===== config.mk =====
export PLATFORM = sky130hd
export DESIGN_NAME = heading_turn_speed_controller
export DESIGN_NICKNAME = d
export VERILOG_FILES = /design/src/sv/htsc_pkg.sv /design/src/sv/heading_turn_speed_controller.sv
export VERILOG_INCLUDE_DIRS = /design/src /design/src/sv
export SDC_FILE = /design/constraint.sdc
export NUM_CORES = 1
export LEC_CHECK = 0
export BUFFER_PORTS_ARGS = -buffer_cell sky130_fd_sc_hd__buf_2
export CAP_MARGIN = 20
export CORE_ASPECT_RATIO = 1.75
export CORE_MARGIN = 10
export CORE_UTILIZATION = 61
export CTS_CLUSTER_DIAMETER = 50
export DETAILED_ROUTE_END_ITERATION = 6
export PLACE_DENSITY = 0.82
export RECOVER_POWER = 50
export SLEW_MARGIN = 10
export SYNTH_ARGS = -nofsm -noshare
export SYNTH_HDL_FRONTEND = slang
export SYNTH_SLANG_ARGS = --single-unit

===== constraint.sdc =====
create_clock -name i_clk -period 17.6 [get_ports i_clk]
set_input_delay 1.76 -clock i_clk [delete_from_list [all_inputs] [get_ports i_clk]]
set_output_delay 1.76 -clock i_clk [all_outputs]
set_load 0.03 [all_outputs]

===== src/sv/assert_macros.svh =====
// Assertion helpers shared by the RTL files.
// Simulation builds get the checks; synthesis builds get empty bodies.
`ifndef ASSERT_MACROS_SVH
`define ASSERT_MACROS_SVH

`ifndef SYNTHESIS

// Clocked check, disabled while reset is held low.
`define ASSERT_CLK(label, clk, rst_n, prop) \
    label: assert property (@(posedge clk) disable iff (!rst_n) prop) \
        else $error("%m: assertion failed");

// Clocked check that also holds during reset.
`define ASSERT_ALWAYS(label, clk, prop) \
    label: assert property (@(posedge clk) prop) \
        else $error("%m: assertion failed");

`else

`define ASSERT_CLK(label, clk, rst_n, prop)
`define ASSERT_ALWAYS(label, clk, prop)

`endif

`endif


===== src/sv/htsc_pkg.sv =====
`default_nettype none

package htsc_pkg;

    // Heading in hundredths of a degree, 0..35999
    typedef logic [15:0] t_angle;
    // Wide signed working value for sums of a heading and a turn request
    typedef logic signed [17:0] t_wide;

    localparam t_wide  FULL_TURN  = 18'sd36000;
    localparam t_wide  DOUBLE_TURN = 18'sd72000;
    localparam t_angle HALF_TURN  = 16'd18000;
    localparam t_angle SLOW_ZONE  = 16'd3000;
    localparam t_angle DONE_BAND  = 16'd150;
    localparam t_angle DONE_UPPER = 16'd35850;   // full turn minus done band
    localparam logic [15:0] RAMP_TICKS = 16'd20;
    localparam logic [15:0] TICK_MAX   = 16'hFFFF;
    localparam logic [15:0] TIMEOUT_RESET = 16'd250;

    // Speed levels, thousandths
    localparam logic [9:0] SPEED_PROP_BASE = 10'd600;
    localparam logic [9:0] SPEED_RAMP_BASE = 10'd450;
    localparam logic [9:0] SPEED_FULL      = 10'd1000;
    localparam logic [5:0] RAMP_SLOPE      = 6'd55;

    // floor(x / 30) = (x * RECIP_30) >> RECIP_SHIFT for x below 12012
    localparam logic [14:0] RECIP_30    = 15'd17477;
    localparam int          RECIP_SHIFT = 19;

    // Register indexes of the configuration port
    localparam logic [1:0] REG_TURN_ANGLE    = 2'd0;
    localparam logic [1:0] REG_ABSOLUTE_MODE = 2'd1;
    localparam logic [1:0] REG_TIMEOUT_TICKS = 2'd2;

    // Request kinds
    localparam logic REQ_START = 1'b0;
    localparam logic REQ_TICK  = 1'b1;

    // True modulo 36000 for values in -72000..107999
    function automatic t_angle wrap_angle(input t_wide a);
        t_wide r;
        begin
            if (a >= DOUBLE_TURN) begin
                r = a - DOUBLE_TURN;
            end else if (a >= FULL_TURN) begin
                r = a - FULL_TURN;
            end else if (a < -FULL_TURN) begin
                r = a + DOUBLE_TURN;
            end else if (a < 18'sd0) begin
                r = a + FULL_TURN;
            end else begin
                r = a;
            end
            return r[15:0];
        end
    endfunction

    // Absolute difference of two headings
    function automatic t_angle angle_dist(input t_angle a, input t_angle b);
        begin
            return (a >= b) ? (a - b) : (b - a);
        end
    endfunction

endpackage

`default_nettype wire


===== src/sv/heading_turn_speed_controller.sv =====
// Each input word is captured in the input register; its result is written to the result register.
// Throughput: one word per cycle while the result stream is taken, set by the single compute stage
//   between the input register and the result register; each result updates the state.
// Reset (synchronous, active low) clears the turn state and the registers:
//   turn_angle 0, relative mode, timeout 250 ticks, no turn active.
`default_nettype none

`include "assert_macros.svh"

module heading_turn_speed_controller
    import htsc_pkg::*;
(
    input  wire         i_clk,
    input  wire         i_rst_n,
    // configuration write channel
    input  wire         i_cfg_valid,
    output logic        o_cfg_ready,
    input  wire  [1:0]  i_cfg_index,
    input  wire  [16:0] i_cfg_data,
    // input stream
    input  wire         i_s_tvalid,
    output logic        o_s_tready,
    input  wire  [15:0] i_s_tdata,    // [15:0] yaw
    input  wire  [0:0]  i_s_tuser,    // [0] req_type
    // result stream
    output logic        o_m_tvalid,
    input  wire         i_m_tready,
    output logic [15:0] o_m_tdata,    // [10:0] drive_speed, [11] timed_out, [15:12] zero
    output logic        o_m_tlast     // done_res
);

    // configuration registers
    logic signed [16:0] r_turn_angle;
    logic               r_absolute;
    logic [15:0]        r_timeout;

    // input register
    logic               r_in_valid;
    logic               r_in_req;
    logic signed [15:0] r_in_yaw;

    // turn state
    t_angle             r_target, n_target;
    t_angle             r_current, n_current;
    t_angle             r_previous, n_previous;
    logic               r_cw, n_cw;
    logic [15:0]        r_tick, n_tick;
    logic               r_active, n_active;

    // result register
    logic               r_out_valid;
    logic signed [10:0] r_out_speed, n_out_speed;
    logic               r_out_done, n_out_done;
    logic               r_out_tmo, n_out_tmo;

    logic               w_adv;
    logic               w_s_accept;

    assign o_cfg_ready = 1'b1;
    assign w_adv       = r_in_valid && (!r_out_valid || i_m_tready);
    assign o_s_tready  = !r_in_valid || !r_out_valid || i_m_tready;
    assign w_s_accept  = i_s_tvalid && o_s_tready;

    // configuration writes
    always_ff @(posedge i_clk) begin
        if (!i_rst_n) begin
            r_turn_angle <= '0;
            r_absolute   <= 1'b0;
            r_timeout    <= TIMEOUT_RESET;
        end else if (i_cfg_valid) begin
            unique case (i_cfg_index)
                REG_TURN_ANGLE:    r_turn_angle <= i_cfg_data;
                REG_ABSOLUTE_MODE: r_absolute   <= i_cfg_data[0];
                REG_TIMEOUT_TICKS: r_timeout    <= i_cfg_data[15:0];
                default: ;
            endcase
        end
    end

    // input register
    always_ff @(posedge i_clk) begin
        if (!i_rst_n) begin
            r_in_valid <= 1'b0;
        end else if (w_s_accept) begin
            r_in_valid <= 1'b1;
        end else if (w_adv) begin
            r_in_valid <= 1'b0;
        end
    end

    always_ff @(posedge i_clk) begin
        if (w_s_accept) begin
            r_in_req <= i_s_tuser[0];
            r_in_yaw <= i_s_tdata;
        end
    end

    // compute stage
    t_angle             w_yaw_wrap;
    t_wide              w_tgt_raw;
    t_wide              w_c18, w_t18;
    t_angle             w_tgt;
    logic               w_cw;
    logic [15:0]        w_tick_inc;
    t_angle             w_err_raw, w_err;
    logic [13:0]        w_prop_num;
    logic [28:0]        w_prop_prod;
    logic [9:0]         w_prop_q;
    logic [10:0]        w_ramp_num;
    logic [9:0]         w_mag;
    t_angle             w_e1;
    logic               w_finished;
    logic               w_timeout;

    always_comb begin
        // wrap the measured yaw and form the start target
        w_yaw_wrap = wrap_angle({{2{r_in_yaw[15]}}, r_in_yaw});
        if (r_absolute) begin
            w_tgt_raw = {r_turn_angle[16], r_turn_angle};
        end else begin
            w_tgt_raw = $signed({2'b00, w_yaw_wrap}) + $signed({r_turn_angle[16], r_turn_angle});
        end
        w_tgt = wrap_angle(w_tgt_raw);

        // shorter turn direction
        w_c18 = $signed({2'b00, w_yaw_wrap});
        w_t18 = $signed({2'b00, w_tgt});
        if (w_t18 > w_c18) begin
            w_cw = (w_t18 - w_c18) < (w_c18 + FULL_TURN - w_t18);
        end else begin
            w_cw = (w_c18 - w_t18) > (w_t18 + FULL_TURN - w_c18);
        end

        // saturating tick count
        w_tick_inc = (r_tick == TICK_MAX) ? r_tick : r_tick + 16'd1;

        // heading error before this tick, folded to the short way round
        w_err_raw = angle_dist(r_current, r_target);
        w_err = (w_err_raw > HALF_TURN) ? (t_angle'(FULL_TURN[15:0]) - w_err_raw) : w_err_raw;

        // proportional speed: 600 + round(err * 4 / 30)
        w_prop_num  = {w_err[11:0], 2'b00} + 14'd15;
        w_prop_prod = w_prop_num * RECIP_30;
        w_prop_q    = w_prop_prod[28:RECIP_SHIFT];

        // ramp speed: 450 + round(55 * tick / 2)
        w_ramp_num = RAMP_SLOPE * w_tick_inc[4:0] + 11'd1;

        if (w_err < SLOW_ZONE) begin
            w_mag = SPEED_PROP_BASE + w_prop_q;
        end else if (w_tick_inc < RAMP_TICKS) begin
            w_mag = SPEED_RAMP_BASE + w_ramp_num[10:1];
        end else begin
            w_mag = SPEED_FULL;
        end

        // completion against the newly measured heading
        w_e1       = angle_dist(r_target, w_yaw_wrap);
        w_finished = (r_current != w_yaw_wrap) && ((w_e1 < DONE_BAND) || (w_e1 > DONE_UPPER));
        w_timeout  = w_tick_inc >= r_timeout;

        n_target    = r_target;
        n_current   = r_current;
        n_previous  = r_previous;
        n_cw        = r_cw;
        n_tick      = r_tick;
        n_active    = r_active;
        n_out_speed = '0;
        n_out_done  = 1'b0;
        n_out_tmo   = 1'b0;

        if (r_in_req == REQ_START) begin
            n_target   = w_tgt;
            n_current  = w_yaw_wrap;
            n_previous = w_yaw_wrap;
            n_cw       = w_cw;
            n_tick     = '0;
            n_active   = 1'b1;
        end else if (r_active) begin
            n_tick      = w_tick_inc;
            n_previous  = r_current;
            n_current   = w_yaw_wrap;
            n_out_speed = r_cw ? $signed({1'b0, w_mag}) : -$signed({1'b0, w_mag});
            if (w_timeout || w_finished) begin
                n_out_done = 1'b1;
                n_out_tmo  = w_timeout;
                n_active   = 1'b0;
            end
        end
    end

    // turn state
    always_ff @(posedge i_clk) begin
        if (!i_rst_n) begin
            r_target   <= '0;
            r_current  <= '0;
            r_previous <= '0;
            r_cw       <= 1'b0;
            r_tick     <= '0;
            r_active   <= 1'b0;
        end else if (w_adv) begin
            r_target   <= n_target;
            r_current  <= n_current;
            r_previous <= n_previous;
            r_cw       <= n_cw;
            r_tick     <= n_tick;
            r_active   <= n_active;
        end
    end

    // result register
    always_ff @(posedge i_clk) begin
        if (!i_rst_n) begin
            r_out_valid <= 1'b0;
        end else if (w_adv) begin
            r_out_valid <= 1'b1;
        end else if (i_m_tready) begin
            r_out_valid <= 1'b0;
        end
    end

    always_ff @(posedge i_clk) begin
        if (w_adv) begin
            r_out_speed <= n_out_speed;
            r_out_done  <= n_out_done;
            r_out_tmo   <= n_out_tmo;
        end
    end

    assign o_m_tvalid = r_out_valid;
    assign o_m_tdata  = {4'b0000, r_out_tmo, r_out_speed};
    assign o_m_tlast  = r_out_done;

    // checks
    `ASSERT_CLK(a_heading_range, i_clk, i_rst_n, (r_target < FULL_TURN[15:0]) && (r_current < FULL_TURN[15:0]))
    `ASSERT_CLK(a_end_of_turn_flagged, i_clk, i_rst_n, $fell(r_active) |-> (o_m_tvalid && o_m_tlast))
    `ASSERT_CLK(a_in_reg_holds, i_clk, i_rst_n, (r_in_valid && !w_adv) |=> (r_in_valid && $stable(r_in_yaw)))
    `ASSERT_CLK(a_timeout_is_done, i_clk, i_rst_n, (o_m_tvalid && o_m_tdata[11]) |-> o_m_tlast)

endmodule

`default_nettype wire

==> results.sh, run 1 <==
export IMPL_status="finished, violations left"
export IMPL_violations="DRC, capacitance limit, slew limit"
export IMPL_multi_input_area_mm2=0.01546
export IMPL_die_area_mm2=0.03975
export IMPL_die_x_um=155.1
export IMPL_ys_seq_area_share_pct=13.47
export IMPL_period_minus_slack_ns=12.55
export IMPL_critPathKind="flop to flop"
export IMPL_rsz0062_at_grt="false"
export IMPL_path_delay_family="compound AO/OA/AOI/OAI gates"
export IMPL_setup_viol=0
export IMPL_drive_gt1_share_pct=6.524
export IMPL_clock_skew_ns=0.01126
export IMPL_grt_total_usage_pct=30.49
export IMPL_clockBufferDepth=2
export IMPL_avgRoutedWirePerCell_um=21.91
export IMPL_grt_pass1_vias=18800
export IMPL_path_buf_inv=4
export IMPL_ys_flop_type="dfxtp_1"
export IMPL_syn2layout_area_growth_pct=5.430
export IMPL_drtPass1Iterations=7
export IMPL_drc_errors=1
export IMPL_hold_viol=0
export IMPL_port_buffers=55
export IMPL_synth_commonest_cells="322 x ha_1, 253 x inv_1, 202 x nand2_1"
export IMPL_worst_pin_slew_ns=2.134
export IMPL_first_iter_violations=1021
export IMPL_ctsHoldBuffers=0
export IMPL_crit_path_start_kind="flop"
export IMPL_place_congestion=1.052
export IMPL_grt_max_degree=49
export IMPL_tritoncts="yes"
export IMPL_nNetsFinal=2871
export IMPL_finalSetupTns_ns=0
export IMPL_regArea_mm2=0.002623
export IMPL_yosysTopAreaCellShare_pct=20.69
export IMPL_grt_overflow=0
export IMPL_synth_seq_cells=116
export IMPL_setup_ws_ns=5.052
export IMPL_async_reset_ff_share_pct=0
export IMPL_core_area_mm2=0.03153
export IMPL_min_path_type="flop to flop"
export IMPL_synthTopCellsByArea="ha_1 21%, dfxtp_1 8.8%, xnor2_1 5.8%"
export IMPL_dpl_hpwl_mm=51.25
export IMPL_critPathSlowestCell="o41a_1"
export IMPL_pre_cts_ws_ns=5.108
export IMPL_fillers=2798
export IMPL_yosys_area_top_type="ha_1"
export IMPL_max_clock_freq_mhz=79.70
export IMPL_cap_violations=2
export IMPL_netlist_instances=2455
export IMPL_io_pins=61
export IMPL_grt_pass1_wl_mm=97.59
export IMPL_ctsResizeCount=0
export IMPL_post_route_period_util_pct=71.29
export IMPL_yosysWarnings=0
export IMPL_cts_setup_buffers=0
export IMPL_vias=18500
export IMPL_hold_slack_ns=0.4548
export IMPL_clock_latency_ns=0.44
export IMPL_cts_sinks=116
export IMPL_worstSetupEndpointType="flop"
export IMPL_die_h_um=256.3
export IMPL_post_synth_top_count_cell="ha_1"
export IMPL_root_buffer="clkbuf_16"
export IMPL_cts_max_level=4
export IMPL_critPathMaxStageDelay_ns=0.76
export IMPL_antenna_cells=0
export IMPL_drv_slew=67
export IMPL_synth_avg_cell_area_um2=7.931
export IMPL_synth_edf_count=30
export IMPL_std_cell_rows=86
export IMPL_clk_pin_slew_worst_paths_ns=0.06
export IMPL_slew_headroom_pct=-42.29
export IMPL_viasPerCell=6.459
export IMPL_antenna_found_initial=0
export IMPL_drtAntennaViolNets=0
export IMPL_yosysUniqueCellTypes=110
export IMPL_cts_buffers_inserted=17
export IMPL_crit_fanout=18
export IMPL_wirelength_mm=62.74
export IMPL_required_ns=17.77
export IMPL_arrival_ns=12.72
export IMPL_synth_area_mm2=0.01947
export IMPL_initial_core_util_pct=61.76
==> sequential cells by signal, indices dropped and copies added (netlist names), 11 cells and up <==
register      count
r_out_speed      11
r_in_yaw         16
r_turn_angle     17
r_timeout        16
r_tick           16
r_target         16
r_current        16
==> kinds of logic (layout without fill, tap and decap cells) <==
logic type | after synthesis | count (layout) | share of synthesized area, %
AOI/OAI and AO/OA | 698 | 698 | 24.91
and+or+nand+nor | 689 | 689 | 17.65
adders and majority gates | 376 | 376 | 26.19
buffers and inverters | 354 | 364 | 7.274
xor gates and xnor gates | 175 | 175 | 7.872
DFF | 116 | 116 | 13.47
muxes | 45 | 45 | 2.596
other | 2 | 5 | 0.03857
==> final cells by class <==
| class | count | share of cell area [%] |
|---|---|---|
| Timing Repair Buffer | 77 | 2.024 |
| Clock buffer | 17 | 2.072 |
| Clock inverter | 15 | 0.7619 |
| Sequential cell | 116 | 12.78 |
| Multi-Input combinational cell | 1988 | 75.29 |
| Tap cell | 396 | 2.414 |
| Inverter | 255 | 4.663 |
==> through the flow <==
step	cell area [um2]	instances	util [%]
floorplan	19480	2458	-
global placement	19960	2831	63.32
detailed placement	19960	2831	63.32
CTS	20550	2863	65.17
global route	20530	2864	65.11
finish	20530	2864	65.11
==> metal layers <==
metal	up-vias	share of wire, %	GRT usage, %
met2	672	53	56.92
met3	294	3.8	3.720
met1	8750	34	28.17
met4	0	9.4	26.17
met5	-	0	0
li1	8783	-	-
==> worst reg2reg max path: cells and delay by family, from the launching register on <==
family | cells | cell delay, ns
and+or+nand+nor | 10 | 2.70
DFF | 1 | 0.48
muxes | 2 | 0.41
xor gates and xnor gates | 2 | 0.54
AOI/OAI and AO/OA | 14 | 4.53
adders and majority gates | 8 | 3.23
buffers and inverters | 4 | 0.38
==> layout by cell type, fill, tap and decap left out, types with 31 or more instances in the layout <==
cell | synthesis | routed
inv_1 | 253 | 254
nor3_1 | 44 | 44
nor2_1 | 156 | 155
nand2_1 | 202 | 202
dfxtp_1 | 86 | 86
nand3_1 | 58 | 58
a211oi_1 | 33 | 33
ha_1 | 322 | 322
xor2_1 | 47 | 47
mux2i_1 | 31 | 31
o211ai_1 | 36 | 36
buf_2 | 7 | 38
a21o_1 | 92 | 92
o21ai_0 | 88 | 87
a21oi_1 | 188 | 188
xnor2_1 | 128 | 128
fa_1 | 53 | 53
==> path summary, 6_finish.rpt <==
| path | start | to | slack, ns | depth (start not counted) |
|---|---|---|---|---|
| max reg2reg | r_target[1] | r_out_speed[9] | 5.05 | 40 |
| max | r_target[1] | r_out_speed[9] | 5.05 | 40 |
| min | r_timeout[12] | r_timeout[12] | 0.45 | 2 |
| min reg2reg | r_timeout[12] | r_timeout[12] | 0.45 | 2 |
Power of run 1 is left out: the tool's default activity adds up to more than one toggle a clock period on the data nets, which glitch-free logic cannot reach.
==> run 2: changes to the inputs <==
--- a/config.mk
+++ b/config.mk
@@ -6,6 +6,7 @@
 export SDC_FILE = /design/constraint.sdc
 export NUM_CORES = 1
 export LEC_CHECK = 0
+export ABC_AREA = 1
 export BUFFER_PORTS_ARGS = -buffer_cell sky130_fd_sc_hd__buf_2
 export CAP_MARGIN = 20
 export CORE_ASPECT_RATIO = 1.75
==> constraint.sdc (replaced) <==
create_clock -name i_clk -period 12.64 [get_ports i_clk]
set_input_delay 1.264 -clock i_clk [delete_from_list [all_inputs] [get_ports i_clk]]
set_output_delay 1.264 -clock i_clk [all_outputs]
set_load 0.03 [all_outputs]
==> results.sh, run 2 <==
export IMPL_status="finished, violations left"
export IMPL_violations="capacitance limit, slew limit"
export IMPL_cts_buffers_inserted=17
export IMPL_nNetsFinal=3340
export IMPL_rsz0062_at_grt="false"
export IMPL_postLayoutCellArea_mm2=0.02047
export IMPL_die_area_mm2=0.03926
export IMPL_async_reset_ff_share_pct=0
export IMPL_ctsResizeCount=0
export IMPL_synth_area_mm2=0.01920
export IMPL_synth_top_family_by_area="adder cells"
export IMPL_synth_seq_cells=116
export IMPL_vias=19140
export IMPL_setup_ws_ns=2.794
export IMPL_fillers=2853
export IMPL_use_met2_pct=55.08
export IMPL_synthTopCellsByArea="ha_1 21%, nand2_1 13%, inv_1 9.9%"
export IMPL_cts_max_level=4
export IMPL_required_ns=13.03
export IMPL_crit_fanout=13
export IMPL_clockBufferDepth=2
export IMPL_critPathSlowestCell="xor2_1"
export IMPL_clk_pin_slew_worst_paths_ns=0.06
export IMPL_min_to="r_timeout[10]"
export IMPL_std_cell_rows=85
export IMPL_multi_input_area_mm2=0.01439
export IMPL_grt_total_usage_pct=28.81
export IMPL_cts_setup_buffers=0
export IMPL_post_synth_top_count_cell="nand2_1"
export IMPL_grt_pass1_wl_mm=92.24
export IMPL_ctsHoldBuffers=0
export IMPL_most_common_layout_cells="644 x nand2_1, 504 x inv_1, 322 x ha_1, 228 x a21oi_1, 181 x nor2_1"
export IMPL_yosys_area_top_type="ha_1"
export IMPL_synth_simple_area_share_pct=26.02
export IMPL_ys_seq_area_share_pct=13.66
export IMPL_first_iter_violations=1000
export IMPL_ff2ff_setup_slack_ns=2.79
export IMPL_yosysWarnings=0
export IMPL_clock_skew_ns=0.01255
export IMPL_drv_slew=60
export IMPL_worst_pin_slew_ns=2.404
export IMPL_place_congestion=1.049
export IMPL_critPathMaxStageDelay_ns=0.59
export IMPL_postPlaceCellArea_mm2=0.01984
export IMPL_path_delay_family="compound AO/OA/AOI/OAI gates"
export IMPL_critPathKind="flop to flop"
export IMPL_period_minus_slack_ns=9.846
export IMPL_drc_errors=0
export IMPL_die_x_um=154.1
export IMPL_syn2layout_area_growth_pct=6.627
export IMPL_min_path_type="flop to flop"
export IMPL_tritoncts="yes"
export IMPL_synthXorXnorAreaFrac_pct=7.161
export IMPL_io_pins=61
export IMPL_gr_usage_met3_pct=3.794
export IMPL_max_clock_freq_mhz=101.6
export IMPL_final_common_cell="nand2_1"
export IMPL_grt_max_degree=60
export IMPL_dpl_hpwl_mm=48.79
export IMPL_crit_path_start_kind="flop"
export IMPL_worstSetupEndpointType="flop"
export IMPL_top_register="r_turn_angle"
export IMPL_largest_reg_flops=17
export IMPL_yosysTopAreaCellShare_pct=20.98
export IMPL_hold_depth=2
export IMPL_pre_cts_ws_ns=3.008
export IMPL_cap_violations=1
export IMPL_yosysUniqueCellTypes=58
export IMPL_synthAdderAreaFrac_pct=26.51
export IMPL_regArea_mm2=0.002623
export IMPL_ys_flop_type="dfxtp_1"
export IMPL_setup_viol=0
export IMPL_worstHoldStart="r_timeout[10]"
export IMPL_post_route_period_util_pct=77.89
export IMPL_synth_edf_count=30
export IMPL_netlist_instances=2884
export IMPL_hold_viol=0
export IMPL_drtPass1Iterations=6
export IMPL_finalSetupTns_ns=0
export IMPL_synth_avg_cell_area_um2=6.658
export IMPL_initial_core_util_pct=62.05
export IMPL_path_buf_inv=6
export IMPL_drtAntennaViolNets=0
export IMPL_synth_compound_area_share_pct=14.77
export IMPL_use_met1_pct=26.15
export IMPL_root_buffer="clkbuf_16"
export IMPL_antenna_found_initial=1
export IMPL_cts_sinks=116
export IMPL_wirelength_mm=58.40
export IMPL_clock_latency_ns=0.45
export IMPL_core_area_mm2=0.03095
export IMPL_muxShareOfSynthArea_pct=0.3649
export IMPL_arrival_ns=10.23
export IMPL_drive_gt1_share_pct=6.265
export IMPL_reg2reg_depth=43
export IMPL_die_h_um=254.7
export IMPL_grt_pass1_vias=19110
export IMPL_slew_headroom_pct=-60.26
export IMPL_avgRoutedWirePerCell_um=17.54
export IMPL_synth_commonest_cells="644 x nand2_1, 504 x inv_1, 322 x ha_1"
export IMPL_r2r_end="r_cw"
export IMPL_viasPerCell=5.747
export IMPL_crit_cells=43
export IMPL_port_buffers=55
export IMPL_grt_overflow=0
export IMPL_r2r_start="r_in_yaw[5]"
export IMPL_grt_busiest_layer="met2"
run 2: changes by cell type after synthesis, sizes merged, moves of 44 or more:
cell / delta
nand3: +101
a21oi: +44
nand2: +476
xor2: +66
inv: +260
xnor2: -84
a21o: -85
o21ai: +95
run 2: worst max path at each step:
stage                     slack [ns]             end   startpoint
after global placement          3.34  r_out_speed[9]  r_target[1]
final                           2.79            r_cw  r_in_yaw[5]
after global routing            1.90  r_out_speed[9]  r_target[1]
after floorplan                 4.05  r_out_speed[9]  r_target[1]
after CTS                       3.01  r_out_speed[9]  r_target[0]
after detailed placement        3.01  r_out_speed[9]  r_target[0]
run 2: metrics by stage:
stage                     hold slack (ns)  instances  utilization (%)
after CTS                          0.4776       3326            66.15
final                              0.4754       3330            66.16
after global routing               0.5042       3328            66.14
after floorplan                    0.4353       2887                -
after global placement             0.4515       3293            64.08
after detailed placement           0.4585       3294            64.10
run 2: kinds of logic (layout without fill, tap and decap cells):
logic type / count (synthesis) / after routing
multiplexers: 7 / 7
XOR/XNOR: 157 / 157
AO/OA/AOI/OAI: 510 / 510
flip-flops: 116 / 116
other: 2 / 7
adder cells (fa/ha/maj): 375 / 375
buffers and inverters: 573 / 623
AND/OR/NAND/NOR: 1144 / 1144
run 2: layout make-up:
| cell class | count | area share [%] |
|---|---|---|
| Inverter | 520 | 9.533 |
| Tap cell | 391 | 2.389 |
| Sequential cell | 116 | 12.81 |
| Antenna cell | 2 | 0.02444 |
| Clock buffer | 21 | 2.512 |
| Timing Repair Buffer | 71 | 1.833 |
| Multi-Input combinational cell | 2198 | 70.30 |
| Clock inverter | 11 | 0.5989 |
run 2: tightest hold or removal path, stage by stage (launching register included):
cell and delay [ns]:
dfxtp_1 0.30, inv_1 0.07, a21oi_1 0.06
run 2: per-layer routing:
layer | routed length (um) | share of wire, % | vias up
met4 | 4925 | 8.4 | 0
met2 | 31300 | 54 | 611
met3 | 2162 | 3.7 | 260
met1 | 20010 | 34 | 8882
li1 | - | - | 9384
met5 | 0 | 0 | -
Power of run 2 is left out for the same reason.
==> run 3: changes to the inputs <==
--- a/config.mk
+++ b/config.mk
@@ -6,15 +6,15 @@
 export SDC_FILE = /design/constraint.sdc
 export NUM_CORES = 1
 export LEC_CHECK = 0
-export ABC_AREA = 1
+export ABC_AREA = 0
 export BUFFER_PORTS_ARGS = -buffer_cell sky130_fd_sc_hd__buf_2
 export CAP_MARGIN = 20
 export CORE_ASPECT_RATIO = 1.75
 export CORE_MARGIN = 10
-export CORE_UTILIZATION = 61
+export CORE_UTILIZATION = 59
 export CTS_CLUSTER_DIAMETER = 50
 export DETAILED_ROUTE_END_ITERATION = 6
-export PLACE_DENSITY = 0.82
+export PLACE_DENSITY = 0.83
 export RECOVER_POWER = 50
 export SLEW_MARGIN = 10
 export SYNTH_ARGS = -nofsm -noshare
==> constraint.sdc (replaced) <==
create_clock -name i_clk -period 8.36 [get_ports i_clk]
set_input_delay 0.836 -clock i_clk [delete_from_list [all_inputs] [get_ports i_clk]]
set_output_delay 0.836 -clock i_clk [all_outputs]
set_load 0.03 [all_outputs]
==> results.sh, run 3 (same netlist as run 1, synthesis figures left out) <==
export IMPL_antenna_found_initial=0
export IMPL_reg2reg_depth=44
export IMPL_place_congestion=1.037
export IMPL_die_h_um=260.3
export IMPL_core_area_mm2=0.03281
export IMPL_hold_depth=2
export IMPL_grt_total_usage_pct=35.53
export IMPL_grt_overflow=0
export IMPL_drive_gt1_share_pct=23.75
export IMPL_worstSetupEndpointType="flop"
export IMPL_antenna_cells=0
export IMPL_clock_latency_ns=0.42
export IMPL_drtAntennaViolNets=0
export IMPL_final_common_cell="buf_4"
export IMPL_initial_core_util_pct=59.34
export IMPL_cap_violations=1
export IMPL_setup_viol=11
export IMPL_drtPass1Iterations=7
export IMPL_nNetsFinal=3262
export IMPL_critPathMaxStageDelay_ns=0.59
export IMPL_regArea_mm2=0.002626
export IMPL_syn2layout_area_growth_pct=25.11
export IMPL_critPathKind="flop to flop"
export IMPL_die_area_mm2=0.04095
export IMPL_hold_viol=0
export IMPL_cts_max_level=4
export IMPL_tritoncts="yes"
export IMPL_rsz0062_at_grt="true"
export IMPL_period_minus_slack_ns=10.18
export IMPL_grt_pass1_vias=21520
export IMPL_multi_input_area_mm2=0.01625
export IMPL_critPathSlowestCell="or4_4"
export IMPL_clock_skew_ns=0.01120
export IMPL_largest_reg_flops=17
export IMPL_wirelength_mm=75.35
export IMPL_drv_slew=18
export IMPL_root_buffer="clkbuf_16"
export IMPL_vias=20840
export IMPL_crit_path_start_kind="flop"
export IMPL_cts_buffers_inserted=17
export IMPL_worst_pin_slew_ns=1.714
export IMPL_avgRoutedWirePerCell_um=23.09
export IMPL_setup_ws_ns=-1.816
export IMPL_cts_sinks=116
export IMPL_required_ns=8.51
export IMPL_viasPerCell=6.384
export IMPL_status="finished, violations left"
export IMPL_violations="DRC, capacitance limit, slew limit, setup timing"
export IMPL_port_buffers=55
export IMPL_arrival_ns=10.32
export IMPL_fillers=2510
export IMPL_grt_pass1_wl_mm=113.8
export IMPL_clockBufferDepth=2
export IMPL_max_clock_freq_mhz=98.27
export IMPL_slew_headroom_pct=-14.50
export IMPL_most_common_layout_cells="396 x buf_4, 301 x ha_1, 237 x inv_1, 200 x nand2_1, 179 x a21oi_1"
export IMPL_dpl_hpwl_mm=60.25
export IMPL_clk_pin_slew_worst_paths_ns=0.06
export IMPL_crit_top_cell="inv_2"
export IMPL_post_route_period_util_pct=121.7
export IMPL_drc_errors=4
export IMPL_min_path_type="flop to flop"
export IMPL_die_x_um=157.3
export IMPL_top_register="r_turn_angle"
export IMPL_crit_fanout=5
export IMPL_final_util_pct=74.25
export IMPL_grt_max_degree=40
export IMPL_std_cell_rows=88
export IMPL_io_pins=61
export IMPL_first_iter_violations=1383
export IMPL_pre_cts_ws_ns=-1.834
run 3: metal layers:
metal | global-route usage [%] | wire [um]
met5 | 0 | 0
met4 | 37.80 | 9231
met3 | 5.571 | 3889
met2 | 64.68 | 38880
met1 | 30.96 | 23350
run 3: layout make-up:
| cell class | instances | area share (%) |
|---|---|---|
| clock buffer | 23 | 2.049 |
| clock inverter | 9 | 0.3647 |
| inverter | 255 | 3.955 |
| multi-input combinational | 1988 | 66.69 |
| sequential | 116 | 10.78 |
| tap | 405 | 2.080 |
| timing repair buffer | 468 | 14.08 |
run 3: what timing repair did:
item / CTS / global route
endpoints found under the setup margin: 12 / 12
gates resized for setup: 69 / 74
setup buffers: 27 / 19
hold buffers: 0 / 0
pin swaps: 69 / 36
run 3: metrics by stage:
step           cell area, um2  setup TNS [ns]  std cells  hold slack (ns)
6_report                24360          -15.77       3264           0.4569
3_5_place_dp            22780          -15.97       3190           0.4494
5_1_grt                 24360          -19.40       3264           0.4663
3_3_place_gp            22780          -13.66       3190           0.4447
4_1_cts                 23950          -13.69       3246           0.4572
2_1_floorplan           19670          -11.51       2458           0.4363
run 3: critical path: cells and delay by family (launching register included):
family | cells | cell delay [ns]
XOR/XNOR | 3 | 0.52
flip-flops | 1 | 0.32
buffers and inverters | 11 | 1.12
adder cells (fa/ha/maj) | 8 | 2.56
AO/OA/AOI/OAI | 13 | 2.71
multiplexers | 1 | 0.30
AND/OR/NAND/NOR | 8 | 2.36
run 3: final timing paths:
kind	from	to	slack (ns)
worst max-delay path	r_current[0]	r_out_speed[9]	-1.82
worst min-delay path	r_timeout[10]	r_timeout[10]	0.46
worst max register to register	r_current[0]	r_out_speed[9]	-1.82
worst min register to register	r_timeout[10]	r_timeout[10]	0.46
Power of run 3 is left out for the same reason.
